### config.mk
export PLATFORM = sky130hd
export DESIGN_NAME = two_level_page_table_walker_core
export DESIGN_NICKNAME = d
export VERILOG_FILES = /design/src/rtl/tlw_pkg.sv /design/src/rtl/tlw_perm_check.sv /design/src/rtl/two_level_page_table_walker_core.sv
export SDC_FILE = /design/constraint.sdc
export NUM_CORES = 1
export LEC_CHECK = 0
export BUFFER_PORTS_ARGS = -buffer_cell sky130_fd_sc_hd__buf_2
export CAP_MARGIN = 20
export CORE_ASPECT_RATIO = 0.7
export CORE_UTILIZATION = 51
export CTS_CLUSTER_SIZE = 28
export DETAILED_ROUTE_END_ITERATION = 10
export PLACE_DENSITY = 0.79
export SETUP_SLACK_MARGIN = 0.02
export SLEW_MARGIN = 20
export SYNTH_ARGS = -nofsm -noshare
export SYNTH_HDL_FRONTEND = slang
export SYNTH_SLANG_ARGS = --single-unit
### constraint.sdc
create_clock -name clock -period 5.1 [get_ports clock]
set_input_delay 1.53 -clock clock [delete_from_list [all_inputs] [get_ports clock]]
set_output_delay 1.53 -clock clock [all_outputs]
set_load 0.01 [all_outputs]
### src/rtl/tlw_pkg.sv
`timescale 1ns / 1ps

package tlw_pkg;

   localparam int unsigned PPN_WIDTH  = 20;
   localparam int unsigned ASID_WIDTH = 9;
   localparam int unsigned VPN_WIDTH  = 10;
   localparam int unsigned KIND_WIDTH = 2;
   localparam int unsigned PRIV_WIDTH = 2;
   localparam int unsigned PTE_WIDTH  = 32;
   localparam int unsigned ADDR_WIDTH = 32;

   // Stream payload widths; the tdata widths are padded to whole bytes.
   localparam int unsigned REQ_DATA_WIDTH  = 56;
   localparam int unsigned REQ_USER_WIDTH  = 1;
   localparam int unsigned RSP_DATA_WIDTH  = 96;
   localparam int unsigned RSP_USER_WIDTH  = 2;
   localparam int unsigned CSR_INDEX_WIDTH = 3;
   localparam int unsigned CSR_DATA_WIDTH  = 20;

   // Bit positions inside rsp_tuser.
   localparam int unsigned RSP_USER_READ   = 0;
   localparam int unsigned RSP_USER_REFILL = 1;

   // Configuration register indexes.
   localparam logic [CSR_INDEX_WIDTH-1:0] CSR_ROOT_PPN = 3'd0;
   localparam logic [CSR_INDEX_WIDTH-1:0] CSR_ASID     = 3'd1;
   localparam logic [CSR_INDEX_WIDTH-1:0] CSR_MXR      = 3'd2;
   localparam logic [CSR_INDEX_WIDTH-1:0] CSR_SUM      = 3'd3;
   localparam logic [CSR_INDEX_WIDTH-1:0] CSR_MPRV     = 3'd4;
   localparam logic [CSR_INDEX_WIDTH-1:0] CSR_MPP      = 3'd5;
   localparam logic [CSR_INDEX_WIDTH-1:0] CSR_PRIV     = 3'd6;

   localparam logic [PRIV_WIDTH-1:0] PRIV_USER       = 2'd0;
   localparam logic [PRIV_WIDTH-1:0] PRIV_SUPERVISOR = 2'd1;
   localparam logic [PRIV_WIDTH-1:0] PRIV_MACHINE    = 2'd3;

   // Access kinds carried with a miss.
   localparam logic [KIND_WIDTH-1:0] KIND_FETCH    = 2'd0;
   localparam logic [KIND_WIDTH-1:0] KIND_LOAD     = 2'd1;
   localparam logic [KIND_WIDTH-1:0] KIND_STORE    = 2'd2;
   localparam logic [KIND_WIDTH-1:0] KIND_RESERVED = 2'd3;

   // Request modes carried in req_tuser.
   localparam logic MODE_MISS = 1'b0;
   localparam logic MODE_PTE  = 1'b1;

   // Status bits that the permission check needs.
   typedef struct packed {
      logic                  mxr;
      logic                  sum;
      logic                  mprv;
      logic [PRIV_WIDTH-1:0] mpp;
      logic [PRIV_WIDTH-1:0] priv;
   } perm_cfg_type;

   // Outcome of checking one PTE.
   typedef struct packed {
      logic fault;
      logic mega;
   } perm_result_type;

endpackage

### src/rtl/tlw_perm_check.sv
`timescale 1ns / 1ps

module tlw_perm_check (
   input  logic [tlw_pkg::PTE_WIDTH-1:0]  pte,
   input  logic [tlw_pkg::KIND_WIDTH-1:0] kind,
   input  logic                           level_one,
   input  tlw_pkg::perm_cfg_type          cfg,
   output tlw_pkg::perm_result_type       result
);

   logic v, r, w, x, u, a, d;
   logic leaf, kind_ok, user_fault, misaligned, ad_fault, leaf_fault, fault;

   assign v = pte[0];
   assign r = pte[1];
   assign w = pte[2];
   assign x = pte[3];
   assign u = pte[4];
   assign a = pte[6];
   assign d = pte[7];

   assign leaf = r | x;

   assign kind_ok = ((kind == tlw_pkg::KIND_FETCH) & x)
                  | ((kind == tlw_pkg::KIND_LOAD) & (r | (cfg.mxr & x)))
                  | ((kind == tlw_pkg::KIND_STORE) & w);

   // User pages are off limits to supervisor accesses unless SUM is set, and that
   // includes accesses from any other mode made on behalf of supervisor through MPRV.
   assign user_fault = u & ~cfg.sum
                     & ((cfg.priv == tlw_pkg::PRIV_SUPERVISOR)
                        | (cfg.mprv & (cfg.mpp == tlw_pkg::PRIV_SUPERVISOR)));

   assign misaligned = level_one & (pte[19:10] != '0);
   assign ad_fault   = ~a | ((kind == tlw_pkg::KIND_STORE) & ~d);
   assign leaf_fault = ~kind_ok | user_fault | misaligned | ad_fault;

   assign fault = ~v | (~r & w) | (leaf & leaf_fault);

   assign result.fault = fault;
   assign result.mega  = level_one & leaf & ~fault;

endmodule

### src/rtl/two_level_page_table_walker_core.sv
`timescale 1ns / 1ps

// Channel  Direction  tdata / data fields (low bit first)                    tuser
// req      in         vpn_high[9:0] vpn_low[19:10] access_kind[21:20]       mode
//                     pte_word[53:22], zero pad to 56
// rsp      out        read_address[31:0] refill_pte[63:32] refill_asid[72:64] read_request,
//                     refill_vpn_high[82:73] refill_vpn_low[92:83]           refill_valid
//                     refill_megapage[93] page_fault[94], zero pad to 96
// csr      in         csr_index selects the register, csr_data[19:0] value    -
//
// Every request beat yields exactly one response beat, in the cycle after it is taken.
// A new request is taken every cycle unless req_tready is low; the single output register is the only stage.
// req_tready drops only while a response waits in that register and rsp_tready is low.
// Synchronous reset returns the walker to idle and empties the output register.
// csr_ready is always high.

module two_level_page_table_walker_core (
   input  logic                                  clock,
   input  logic                                  reset,
   input  logic                                  req_tvalid,
   output logic                                  req_tready,
   // vpn_high, vpn_low, access_kind, pte_word
   input  logic [tlw_pkg::REQ_DATA_WIDTH-1:0]    req_tdata,
   // mode
   input  logic [tlw_pkg::REQ_USER_WIDTH-1:0]    req_tuser,
   output logic                                  rsp_tvalid,
   input  logic                                  rsp_tready,
   // read_address, refill_pte, refill_asid, refill_vpn_high, refill_vpn_low,
   // refill_megapage, page_fault
   output logic [tlw_pkg::RSP_DATA_WIDTH-1:0]    rsp_tdata,
   // read_request, refill_valid
   output logic [tlw_pkg::RSP_USER_WIDTH-1:0]    rsp_tuser,
   input  logic                                  csr_valid,
   output logic                                  csr_ready,
   input  logic [tlw_pkg::CSR_INDEX_WIDTH-1:0]   csr_index,
   input  logic [tlw_pkg::CSR_DATA_WIDTH-1:0]    csr_data
);

   typedef enum logic [2:0] {
      PHASE_IDLE = 3'b001,
      PHASE_L1   = 3'b010,
      PHASE_L2   = 3'b100
   } phase_type;

   phase_type phase_ff, phase_in;

   logic [tlw_pkg::PPN_WIDTH-1:0]  root_ppn_ff;
   logic [tlw_pkg::ASID_WIDTH-1:0] asid_ff;
   tlw_pkg::perm_cfg_type          perm_cfg_ff;

   logic [tlw_pkg::VPN_WIDTH-1:0]  vpn_high_ff, vpn_high_in;
   logic [tlw_pkg::VPN_WIDTH-1:0]  vpn_low_ff, vpn_low_in;
   logic [tlw_pkg::KIND_WIDTH-1:0] kind_ff, kind_in;

   logic                                 rsp_valid_ff;
   logic [tlw_pkg::RSP_DATA_WIDTH-1:0]   rsp_data_ff, rsp_data_in;
   logic [tlw_pkg::RSP_USER_WIDTH-1:0]   rsp_user_ff, rsp_user_in;

   logic                           req_accept;
   logic                           mode;
   logic [tlw_pkg::VPN_WIDTH-1:0]  req_vpn_high, req_vpn_low;
   logic [tlw_pkg::KIND_WIDTH-1:0] req_kind;
   logic [tlw_pkg::PTE_WIDTH-1:0]  req_pte;

   tlw_pkg::perm_result_type       check;

   logic                            read_request, refill_valid, refill_mega, page_fault;
   logic [tlw_pkg::ADDR_WIDTH-1:0]  read_address;
   logic [tlw_pkg::PTE_WIDTH-1:0]   refill_pte;
   logic [tlw_pkg::ASID_WIDTH-1:0]  refill_asid;
   logic [tlw_pkg::VPN_WIDTH-1:0]   refill_vpn_high, refill_vpn_low;

   assign req_tready = ~rsp_valid_ff | rsp_tready;
   assign req_accept = req_tvalid & req_tready;
   assign csr_ready  = 1'b1;

   assign mode         = req_tuser[0];
   assign req_vpn_high = req_tdata[9:0];
   assign req_vpn_low  = req_tdata[19:10];
   assign req_kind     = req_tdata[21:20];
   assign req_pte      = req_tdata[53:22];

   tlw_perm_check u_perm_check (
      .pte       (req_pte),
      .kind      (kind_ff),
      .level_one (phase_ff == PHASE_L1),
      .cfg       (perm_cfg_ff),
      .result    (check)
   );

   always_comb begin
      phase_in        = phase_ff;
      vpn_high_in     = vpn_high_ff;
      vpn_low_in      = vpn_low_ff;
      kind_in         = kind_ff;
      read_request    = 1'b0;
      read_address    = '0;
      refill_valid    = 1'b0;
      refill_pte      = '0;
      refill_asid     = '0;
      refill_vpn_high = '0;
      refill_vpn_low  = '0;
      refill_mega     = 1'b0;
      page_fault      = 1'b0;

      // A miss while a walk is open, or a PTE while idle, gives an all-zero beat.
      if (mode == tlw_pkg::MODE_MISS) begin
         if (phase_ff == PHASE_IDLE) begin
            vpn_high_in  = req_vpn_high;
            vpn_low_in   = req_vpn_low;
            kind_in      = req_kind;
            read_request = 1'b1;
            read_address = {root_ppn_ff, req_vpn_high, 2'b00};
            phase_in     = PHASE_L1;
         end
      end else begin
         case (phase_ff)
            PHASE_L1: begin
               if (check.fault | check.mega) begin
                  refill_valid = 1'b1;
                  refill_mega  = check.mega;
                  page_fault   = check.fault;
                  phase_in     = PHASE_IDLE;
               end else begin
                  // The PPN above bit 29 falls off the 32-bit address.
                  read_request = 1'b1;
                  read_address = {req_pte[29:10], vpn_low_ff, 2'b00};
                  phase_in     = PHASE_L2;
               end
            end
            PHASE_L2: begin
               refill_valid = 1'b1;
               page_fault   = check.fault;
               phase_in     = PHASE_IDLE;
            end
            default: begin
            end
         endcase
         if (refill_valid) begin
            refill_pte      = req_pte;
            refill_asid     = asid_ff;
            refill_vpn_high = vpn_high_ff;
            refill_vpn_low  = vpn_low_ff;
         end
      end

      rsp_data_in = {1'b0, page_fault, refill_mega, refill_vpn_low, refill_vpn_high,
                     refill_asid, refill_pte, read_address};
      rsp_user_in = {refill_valid, read_request};
   end

   always_ff @(posedge clock) begin
      if (reset) begin
         phase_ff     <= PHASE_IDLE;
         rsp_valid_ff <= 1'b0;
         vpn_high_ff  <= '0;
         vpn_low_ff   <= '0;
         kind_ff      <= '0;
      end else begin
         if (req_accept) begin
            phase_ff     <= phase_in;
            rsp_valid_ff <= 1'b1;
            vpn_high_ff  <= vpn_high_in;
            vpn_low_ff   <= vpn_low_in;
            kind_ff      <= kind_in;
         end else if (rsp_tready) begin
            rsp_valid_ff <= 1'b0;
         end
      end
   end

   always_ff @(posedge clock) begin
      if (req_accept) begin
         rsp_data_ff <= rsp_data_in;
         rsp_user_ff <= rsp_user_in;
      end
   end

   always_ff @(posedge clock) begin
      if (reset) begin
         root_ppn_ff <= '0;
         asid_ff     <= '0;
         perm_cfg_ff <= '{mxr: 1'b0, sum: 1'b0, mprv: 1'b0, mpp: '0,
                          priv: tlw_pkg::PRIV_MACHINE};
      end else if (csr_valid & csr_ready) begin
         case (csr_index)
            tlw_pkg::CSR_ROOT_PPN: root_ppn_ff      <= csr_data[19:0];
            tlw_pkg::CSR_ASID:     asid_ff          <= csr_data[8:0];
            tlw_pkg::CSR_MXR:      perm_cfg_ff.mxr  <= csr_data[0];
            tlw_pkg::CSR_SUM:      perm_cfg_ff.sum  <= csr_data[0];
            tlw_pkg::CSR_MPRV:     perm_cfg_ff.mprv <= csr_data[0];
            tlw_pkg::CSR_MPP:      perm_cfg_ff.mpp  <= csr_data[1:0];
            tlw_pkg::CSR_PRIV:     perm_cfg_ff.priv <= csr_data[1:0];
            default: begin
            end
         endcase
      end
   end

   assign rsp_tvalid = rsp_valid_ff;
   assign rsp_tdata  = rsp_data_ff;
   assign rsp_tuser  = rsp_user_ff;

endmodule

After elaboration in Yosys (flattened, before gate mapping)
Cells that the tools add are included.
Storage, ports and cells
  output and inout bits: 101
  input bits: 85
  word-level logic and storage cells: 103
  register bits after elaboration: 159
Operators by class
  bitwise logic cells: 36
  mux-type cells: 19
  reduce and logical (&&, ||, !) cells: 16
  equality and inequality tests: 14
Operators by type and width (number)
  $mux 32: 4
  $reduce_and 2->1: 8
  $and 1x1->1: 14
  $or 1x1->1: 13
  $eq 3x3->1 const B: 4
  $reduce_bool 10->1: 1
  $eq 3x2->1 const B: 3
  $mux 1: 9
  $mux 3: 3
  $not 1->1: 9
  $reduce_and 3->1: 3
  $eq 2x1->1 const B: 3
  $eq 3x1->1 const B: 2
  $pmux 3 s2: 1
  $pmux 1 s2: 2
  $reduce_bool 2->1: 2
  $logic_not 3->1: 1
  $ne 3x1->1 const B: 1
  $eq 2x2->1 const B: 1
  $logic_not 2->1: 1

Longest topological paths before layout
Gate-level depths: netlist of run 1.
  word-level depth: 18
  mapped depth: 6
  gate-level depth less buffers: 4

Hierarchy
A second synthesis of run 1 with hierarchy kept.
Second synthesis, totals
  cells, all modules: 531
  area, all modules: 6341.1 sq um
Modules (own cells, without submodules)
  two_level_page_table_walker_core: area an instance 6184.7 sq um, sequential area each 4093.9 sq um, cells an instance 508, instances 1
  tlw_perm_check: area an instance 156.4 sq um, sequential area each 0.0 sq um, cells an instance 23, instances 1

Least setup slack after synthesis of run 1
OpenSTA, ideal clock, no wires.
  kind: input to register
  start point: input port rsp_tready
  end point: register rsp_data_ff, in the netlist rsp_tdata[10], enable pin
  path slack: 0.905 ns
  arrival: 3.746 ns
  setup time: 0.448 ns
  stages on the path: 3
  path buffers: 0
  data required time: 4.652 ns
  cells stage by stage: nand2b_1 nand2_1 inv_1
On the way
  longest elaborated chain between the ends: 2
RTL lines
  start, declared: RTL line two_level_page_table_walker_core.sv:27  | input logic rsp_tready,
  $or 1x1->1: RTL line two_level_page_table_walker_core.sv:73  | assign req_tready = ~rsp_valid_ff | rsp_tready;
  $and 1x1->1: RTL line two_level_page_table_walker_core.sv:74  | assign req_accept = req_tvalid & req_tready;
  net req_accept: RTL line two_level_page_table_walker_core.sv:59  | logic req_accept;
  end signal, assigned: RTL line two_level_page_table_walker_core.sv:174  | rsp_data_ff <= rsp_data_in;
  end, declared: RTL line two_level_page_table_walker_core.sv:56  | logic [tlw_pkg::RSP_DATA_WIDTH-1:0] rsp_data_ff, rsp_data_in;
The timed path passes the listed nets, and every way through them passes these cells.
A chain may end at the register's enable or synchronous reset.

Worst setup path in the final report of run 1
  start point: input port rsp_tready
  end point: output port req_tready
On the way
  longest elaborated chain between the ends: 1
RTL lines
  $or 1x1->1: RTL line two_level_page_table_walker_core.sv:73
  end, declared: RTL line two_level_page_table_walker_core.sv:21  | output logic req_tready,
No other way between the ends.

==> impl_summary.md, run 1 <==
CTS
The later-pin clock latency in the skew report is 410 ps. TritonCTS built the clock tree. In this run, CTS created clock tree buffers numbering 17. After clock tree synthesis, the clock-pin slew on the worst setup and hold paths is 60 ps. In this run, post-CTS repair resized a total of 0 instances. Post-CTS timing repair inserted 0 buffers for setup.

The maximum clock path buffer count is 2. The clock sink count is 157. The number of levels the H-tree was split into is 4. The number of hold buffers added after CTS was 0. The cell sitting at the root of the clock tree is a sky130_fd_sc_hd__clkbuf_16.

Detailed routing
In the routed design, unresolved DRC markers number 0. After the first detailed-routing iteration, the DRC count stood at 427. The detailed-route wire length is 15.6 mm. The detail route stage leaves a number of antenna-violating nets equal to 0. The detail-routed via count per cell is 5.48. The first detailed-routing pass ran for 5 iterations. The total via count in the routed design is 5010. In the final routed layout, each cell accounts on average for 17.1 um.

Critical path
On the critical path the largest part of the delay comes from buffers and inverters. At the worst endpoint, the arrival time is 1990 ps. The standard cell with the maximum stage delay on the critical path is sky130_fd_sc_hd__nand2b_1.

STA classifies the critical path endpoint as a primary output. The required time of the critical path is 3570 ps. The slack of the worst reg-to-reg path is 2560 ps. The cell repeated most along the worst path is sky130_fd_sc_hd__buf_2. The worst setup path is launched from an input pin. The largest fanout on the critical path is 5.

The total buffers and inverters traversed by the critical path is 2. Walking the worst path, the cells encountered are buf_2 > nand2b_1 > buf_2. For the worst flop-to-flop path, the logic depth is 5. On the worst path, the slowest cell contributes a delay of around 200 ps. The endpoint identified for the worst register-to-register timing path is rsp_tdata[54]. The startpoint identified for the worst register-to-register timing path is perm_cfg_ff[3].

The critical path is of the in -> out type.

Synthesis
Yosys mapped a number of flops with a built-in enable equal to 95. The largest family of logic cells by synthesized area is compound AO/OA/AOI/OAI gates. After Yosys synthesis, and, or, nand and nor cells account for 13.8% of the synthesized area. The mean instance size in the synthesized netlist is 10.7 um^2.

The number of distinct library cells after synthesis is 40. Sorting the synthesized cells by how often they occur yields 164 x sky130_fd_sc_hd__nand2_1, 118 x sky130_fd_sc_hd__a21oi_1, 95 x sky130_fd_sc_hd__edfxtp_1. The yosys synthesis warning count is 0.

After synthesis, the cell types taking the most area are sky130_fd_sc_hd__edfxtp_1 46%, sky130_fd_sc_hd__dfxtp_1 20%, sky130_fd_sc_hd__nand2_1 9.9%. The dominant register cell in the synthesized netlist is sky130_fd_sc_hd__edfxtp_1. The biggest area consumer among synthesized cells is sky130_fd_sc_hd__edfxtp_1.

The fraction of synthesized cell area in xor and xnor cells is 0%. The multiplexer area fraction after synthesis is 0.805%. Synthesis produced 583 cells.

The synthesized netlist devotes ~16% of its cell area to compound gates. Of all flip-flops after synthesis, the portion carrying an async set or reset was 0%. The cell with the most instances after synthesis is sky130_fd_sc_hd__nand2_1. After synthesis, flip-flops and latches occupy 65.8% of the total area.

The synthesized cell area is slightly above 6000 um^2. The share of synthesized cell area in full adder, half adder and majority cells is 0%. The top cell type by area accounts for 45.9% of the synthesized area. The number of flip-flops and latches in the synthesized netlist is 157.

GRT
The first-pass GRT wire length is 24.0 mm. The initial antenna violation count is 0. Global routing finished with a remaining overflow of 0. Entering global routing, the biggest net connects between 90 and 100 pins.

The global router's overall resource usage is 25.5%. The via count of the first global-routing pass is 4682.

Flow run
The max-capacitance violation count is 0.

Power and ir drop
Dividing total power by cell area gives a power density of 385 nW/um^2. The leakage power summed over all cells is 3.17 nW. Across the VDD grid, the largest voltage drop is 266 uV.

Timing
The number of max-slew violations in the final report is 0. After layout, the worst path uses 69.1% of the clock period. The setup-violating endpoint count in the final report is 0. The count of endpoints failing hold in the final timing report is 0. The worst clock skew is 7.87 ps. The worst relative slew slack is around a third. Setup repair after global routing left no endpoint under its margin. Summed over all failing endpoints, the final setup total negative slack is 0 ps. The actual transition at the worst max-transition pin is 1020 ps. The final critical delay including setup and external delays is 3520 ps. The final worst setup slack is 1580 ps.

The achievable frequency is 284 MHz.

Hold path
The path class of the lowest-slack min-delay path is reg -> reg. The end of the worst hold path is perm_cfg_ff[0]. In this run the most critical hold path is launched from perm_cfg_ff[0].

Counting instances, the worst hold path has a depth of 1.

Final layout
Summing all multi-input logic gate instances after layout gives roughly 1900 um^2. The final layout contains 829 nets. Summing all flip-flop and latch instances after layout gives 4090 um^2. Compared with the post-synthesis result, the final layout area differs by 25.9%.

The filler cells instantiated in the layout total 927. The post-layout instance count excluding filler cells is between 900 and 1000. The repair_antennas step left the layout with diodes totalling 0. The share of post-route cells with drive strength above 1 is between 20 and 30%.

Floorplanning
The number of placement rows is 33. The effective utilization at floorplan is 52.7%. The floorplan step set the die width to 134 um. 186 I/O pins were placed. From bottom edge to top edge, the die measures 94.4 um.

The area inside the core boundary is approximately 12000 um^2. The die covers 12700 um^2.

Placed design
The global placement routability congestion is 0.842. The count of buffers added on input and output ports is 179. Prior to clock tree synthesis, the placed netlist has a worst setup slack of 1540 ps. The total half-perimeter wirelength after legalization and detailed placement is between 10 and 15 mm.

The cell total after placement is 882.

Run status
The flow ran to the end, and the final reports show no timing, DRC or antenna violations.
==> how the worst max path moves through the flow <==
stage	to	depth (start not counted)	slack, ps	startpoint
global placement	req_tready	3	1590	rsp_tready
floorplan	rsp_tdata[10]	3	910	rsp_tready
CTS	req_tready	3	1580	rsp_tready
detailed placement	rsp_tdata[54]	6	1540	req_tdata[26]
finish	req_tready	3	1580	rsp_tready
global route	req_tready	3	1550	rsp_tready
==> routing by layer <==
layer	GRT usage [%]	part of all wire, %	vias up
met5	0	0	-
met3	6.33	7.1	26
li1	-	-	2371
met1	35.4	46	2383
met4	9.56	1.7	0
met2	38.7	45	230
==> metrics by stage <==
stage / hold WS, ps / cell area [um^2] / power [W] / util, %
final: 455 / 7830 / 0.00302 / 66.3
after global routing: 476 / 7830 / 0.00311 / 66.3
after CTS: 456 / 7830 / 0.00303 / 66.3
after detailed placement: 441 / 7190 / 0.00169 / 60.9
after global placement: 436 / 7180 / 0.00168 / 60.8
after floorplan: 427 / 6230 / 0.00158 / -
==> report_power, final <==
group	switching (W)	internal, W
registers	0.0000198	0.00140
logic	0.000162	0.0000803
clock network	0.000503	0.000852
==> cell usage in the layout (no fill, tap or decap), drive strengths merged, types with 2 or more instances in the layout <==
| cell | instances |
|---|---|
| a22o | 30 |
| a211o | 2 |
| mux2i | 5 |
| clkbuf | 19 |
| edfxtp | 95 |
| conb | 4 |
| buf | 185 |
| nor4 | 2 |
| nor2b | 4 |
| a21oi | 118 |
| dfxtp | 62 |
| o21ai | 5 |
| clkinv | 6 |
| and2 | 3 |
| nand2b | 5 |
| bufinv | 4 |
| nor2 | 12 |
| inv | 9 |
| nand3 | 4 |
| nand2 | 164 |
| nor3 | 2 |
==> flip-flops by register name (all words and copies together), names as in the netlist <==
signal	count
asid_ff	9
kind_ff	2
perm_cfg_ff	7
phase_ff	3
root_ppn_ff	20
rsp_tdata	93
rsp_tuser	2
rsp_tvalid	1
vpn_high_ff	10
vpn_low_ff	10
==> worst register-to-register path: stages, from the launching register on <==
cell and delay [ps]:
sky130_fd_sc_hd__dfxtp_1 330, sky130_fd_sc_hd__and3b_1 190, sky130_fd_sc_hd__o21ai_0 390, sky130_fd_sc_hd__a31o_2 910, sky130_fd_sc_hd__buf_4 370, sky130_fd_sc_hd__a21oi_1 100
==> cell type report <==
| cell class | count | share of cell area, % |
|---|---|---|
| sequential | 157 | 52.3 |
| clock buffer | 19 | 5.80 |
| inverter | 6 | 0.351 |
| multi-input combinational | 377 | 24.6 |
| tap | 157 | 2.51 |
| clock inverter | 13 | 2.35 |
| timing repair buffer | 185 | 12.1 |
==> logic make-up after synthesis <==
family,count (synthesis)
mux,5
flops,157
other cells,2
compound gates,164
buf+inv,51
simple gates,204
Power figures use the tool's default switching activity.
==> run 2: changes to the inputs <==
Clock period 5.1 ns to 3.6 ns, I/O delays scaled along.
==> run 2 against run 1 <==
  * Sequential power rose by 42%
  * Combinational power increased by 44%
  * Clock skew is essentially flat
  * Count of clock-buffer cells in the layout decreased by 1
  * Total power rose by 33%
  * Worst hold slack got worse by 1.7 ps
  * Largest power group unchanged
==> impl_summary.md, run 2 (same netlist as run 1, synthesis figures left out) <==
Run status
The flow ran to the end, and the final reports show no timing, DRC or antenna violations.

Timing
The number of max-slew violations in the final report was 0. Adding up every negative setup slack in the final design gives 0 ps. Derived from the worst setup path, the maximum achievable clock frequency is 380 MHz. The period utilization is around 73%. Setup violations remaining at the end of the flow were counted as 0. Setup repair after global routing left no endpoint under its margin.

The worst relative slew slack is 49.7%. The count of endpoints failing hold in the final timing report is 0. For the pin with the worst max-slew slack, the measured transition is 755 ps.

For the final database, setup skew stands at 7.87 ps. The routed design could run at a clock period as short as roughly 2600 ps.

GRT
Global routing used 25.4% of the available tracks. The initial antenna violation count came to 0. The via count of the first global-routing pass is 4727. The first global-routing pass estimated 24.0 mm of wire. The pin count of the biggest net entering global routing is 63. The total congestion overflow after global routing is 0.

CTS
The H-tree generated during clock tree synthesis spans 4 levels. The number of hold-repair buffers added at the cts stage is 0. The clock reaches the later pin of the worst-skew pair after between 400 and 500 ps. Clock tree synthesis found a total of 157 sinks.

The post-cts repair resize count is 0. The maximum clock path buffer count is 2. TritonCTS built the clock tree. After clock tree synthesis, the clock-pin slew on the worst setup and hold paths is roughly 60 ps. After clock tree synthesis, the setup repair step added 0 buffers. The number of buffers created by CTS is 17. In this run the clock root is driven by a sky130_fd_sc_hd__clkbuf_16.

Final layout
The finished cells cover 7800 um^2. The net count of the finished layout is 835. The register with the most flip-flops in the layout has 93 of them. The final cell utilization of the core is 66.0%. The area growth from synthesis to final layout is 25.4%. The repair_antennas step left the layout with diodes totalling 0. Leaving out fill and tap cells, the most frequent cells in the layout are 178 x sky130_fd_sc_hd__buf_2, 164 x sky130_fd_sc_hd__nand2_1, 116 x sky130_fd_sc_hd__a21oi_1. The filler cells instantiated in the layout total 950. The post-route netlist has 30.3% of its cells at a drive strength greater than 1. The most common cell after layout, fill and taps aside is sky130_fd_sc_hd__buf_2.

Power and ir drop
The power density normalized to cell area is between 500 and 600 nW/um^2. The worst-case IR drop observed on VDD is 376 uV. The leakage power summed over all cells is 3.13 nW.

Floorplanning
Once the floorplan was initialized, standard cells occupied 52.7% of the core. In this run the core area contains 33 standard-cell rows. The x dimension of the die is 134 um. The area inside the core boundary is 11800 um^2.

The number of top-level design ports is around 190. The die is 94.4 um tall. The floorplan step defined a die boundary enclosing 12700 um^2.

Critical path
Of all nets on the critical path, the largest fanout is 5. The critical path in this run is classified as in -> out. The endpoint class of the critical path is a primary output.

The capture point of the worst reg-to-reg path is rsp_tuser[0]. Data arrives at the worst endpoint at 1550 ps. The slack of the worst reg-to-reg path is 1570 ps.

The sort of element at the start of the critical path is an input pin. STA puts the critical path data required time at around 2500 ps. The worst-case reg-to-reg path depth is 4. The critical register-to-register path startpoint is rsp_tvalid.

Detailed routing
The total via count in the routed design is 5109. The number of nets still failing antenna checks after routing is 0. Using the TritonRoute via totals, the vias-per-cell ratio works out to around 5.6. The first-pass iteration count of the detailed router is 6. For this run, design rule violations remaining after detail routing come to 0.

After the first detailed-routing iteration, the DRC count stood at 414. The wire length per cell after detailed routing is 17.1 um. The detailed-route wire length is about 16 mm.

Hold path
The worst hold path terminates at perm_cfg_ff[0]. In this run the most critical hold path is launched from perm_cfg_ff[0]. The cell depth of the worst min-delay path is 1.

The path class of the lowest-slack min-delay path is reg -> reg.

Placed design
The global placement routability congestion is 0.878. Once placement finished, the instance area stood at roughly 7200 um^2. The number of port buffers is 179. The HPWL after detailed placement is 10.8 mm.

Flow run
Max-cap violations in this run came to 0.
run 2: worst max path at each step:
stage	start	to	depth (start not counted)
3_5_place_dp	rsp_tready	rsp_tdata[59]	5
4_1_cts	rsp_tready	req_tready	3
2_1_floorplan	rsp_tready	rsp_tdata[10]	3
5_1_grt	rsp_tready	rsp_tuser[0]	5
3_3_place_gp	rsp_tready	rsp_tdata[56]	5
6_report	rsp_tready	req_tready	3
run 2: worst max-delay path: stages:
cell and delay [ps]:
sky130_fd_sc_hd__buf_2 90, sky130_fd_sc_hd__nand2b_1 200, sky130_fd_sc_hd__buf_2 170
run 2: final cells by class:
class	count	area [um^2]	share of cell area, %
sequential	157	4090	52.5
multi-input combinational	377	1930	24.7
timing repair buffer	191	1000	12.8
clock buffer	18	439	5.63
tap	157	196	2.52
clock inverter	14	114	1.46
inverter	6	26.3	0.337
run 2: stage by stage:
step                      power [W]  hold WS, ps  setup slack [ps]  cells
final                       0.00402          453               970    920
after global routing        0.00415          472               947    920
after CTS                   0.00403          457               978    920
after detailed placement    0.00239          442               645    888
after global placement      0.00239          434               648    888
after floorplan             0.00223          427               284    585
run 2: where the power goes:
| part | switching, W | internal (W) |
|---|---|---|
| registers | 0.0000296 | 0.00198 |
| logic | 0.000229 | 0.000120 |
| clock network | 0.000750 | 0.000909 |
| total | 0.00101 | 0.00301 |
run 2: per-layer routing:
layer | wire (um) | track usage (%) | up-vias
met5 | 0 | 0 | -
met4 | 239 | 8.71 | 0
met3 | 1540 | 6.01 | 24
met2 | 7260 | 39.6 | 246
met1 | 6730 | 35.2 | 2450
li1 | - | - | 2389
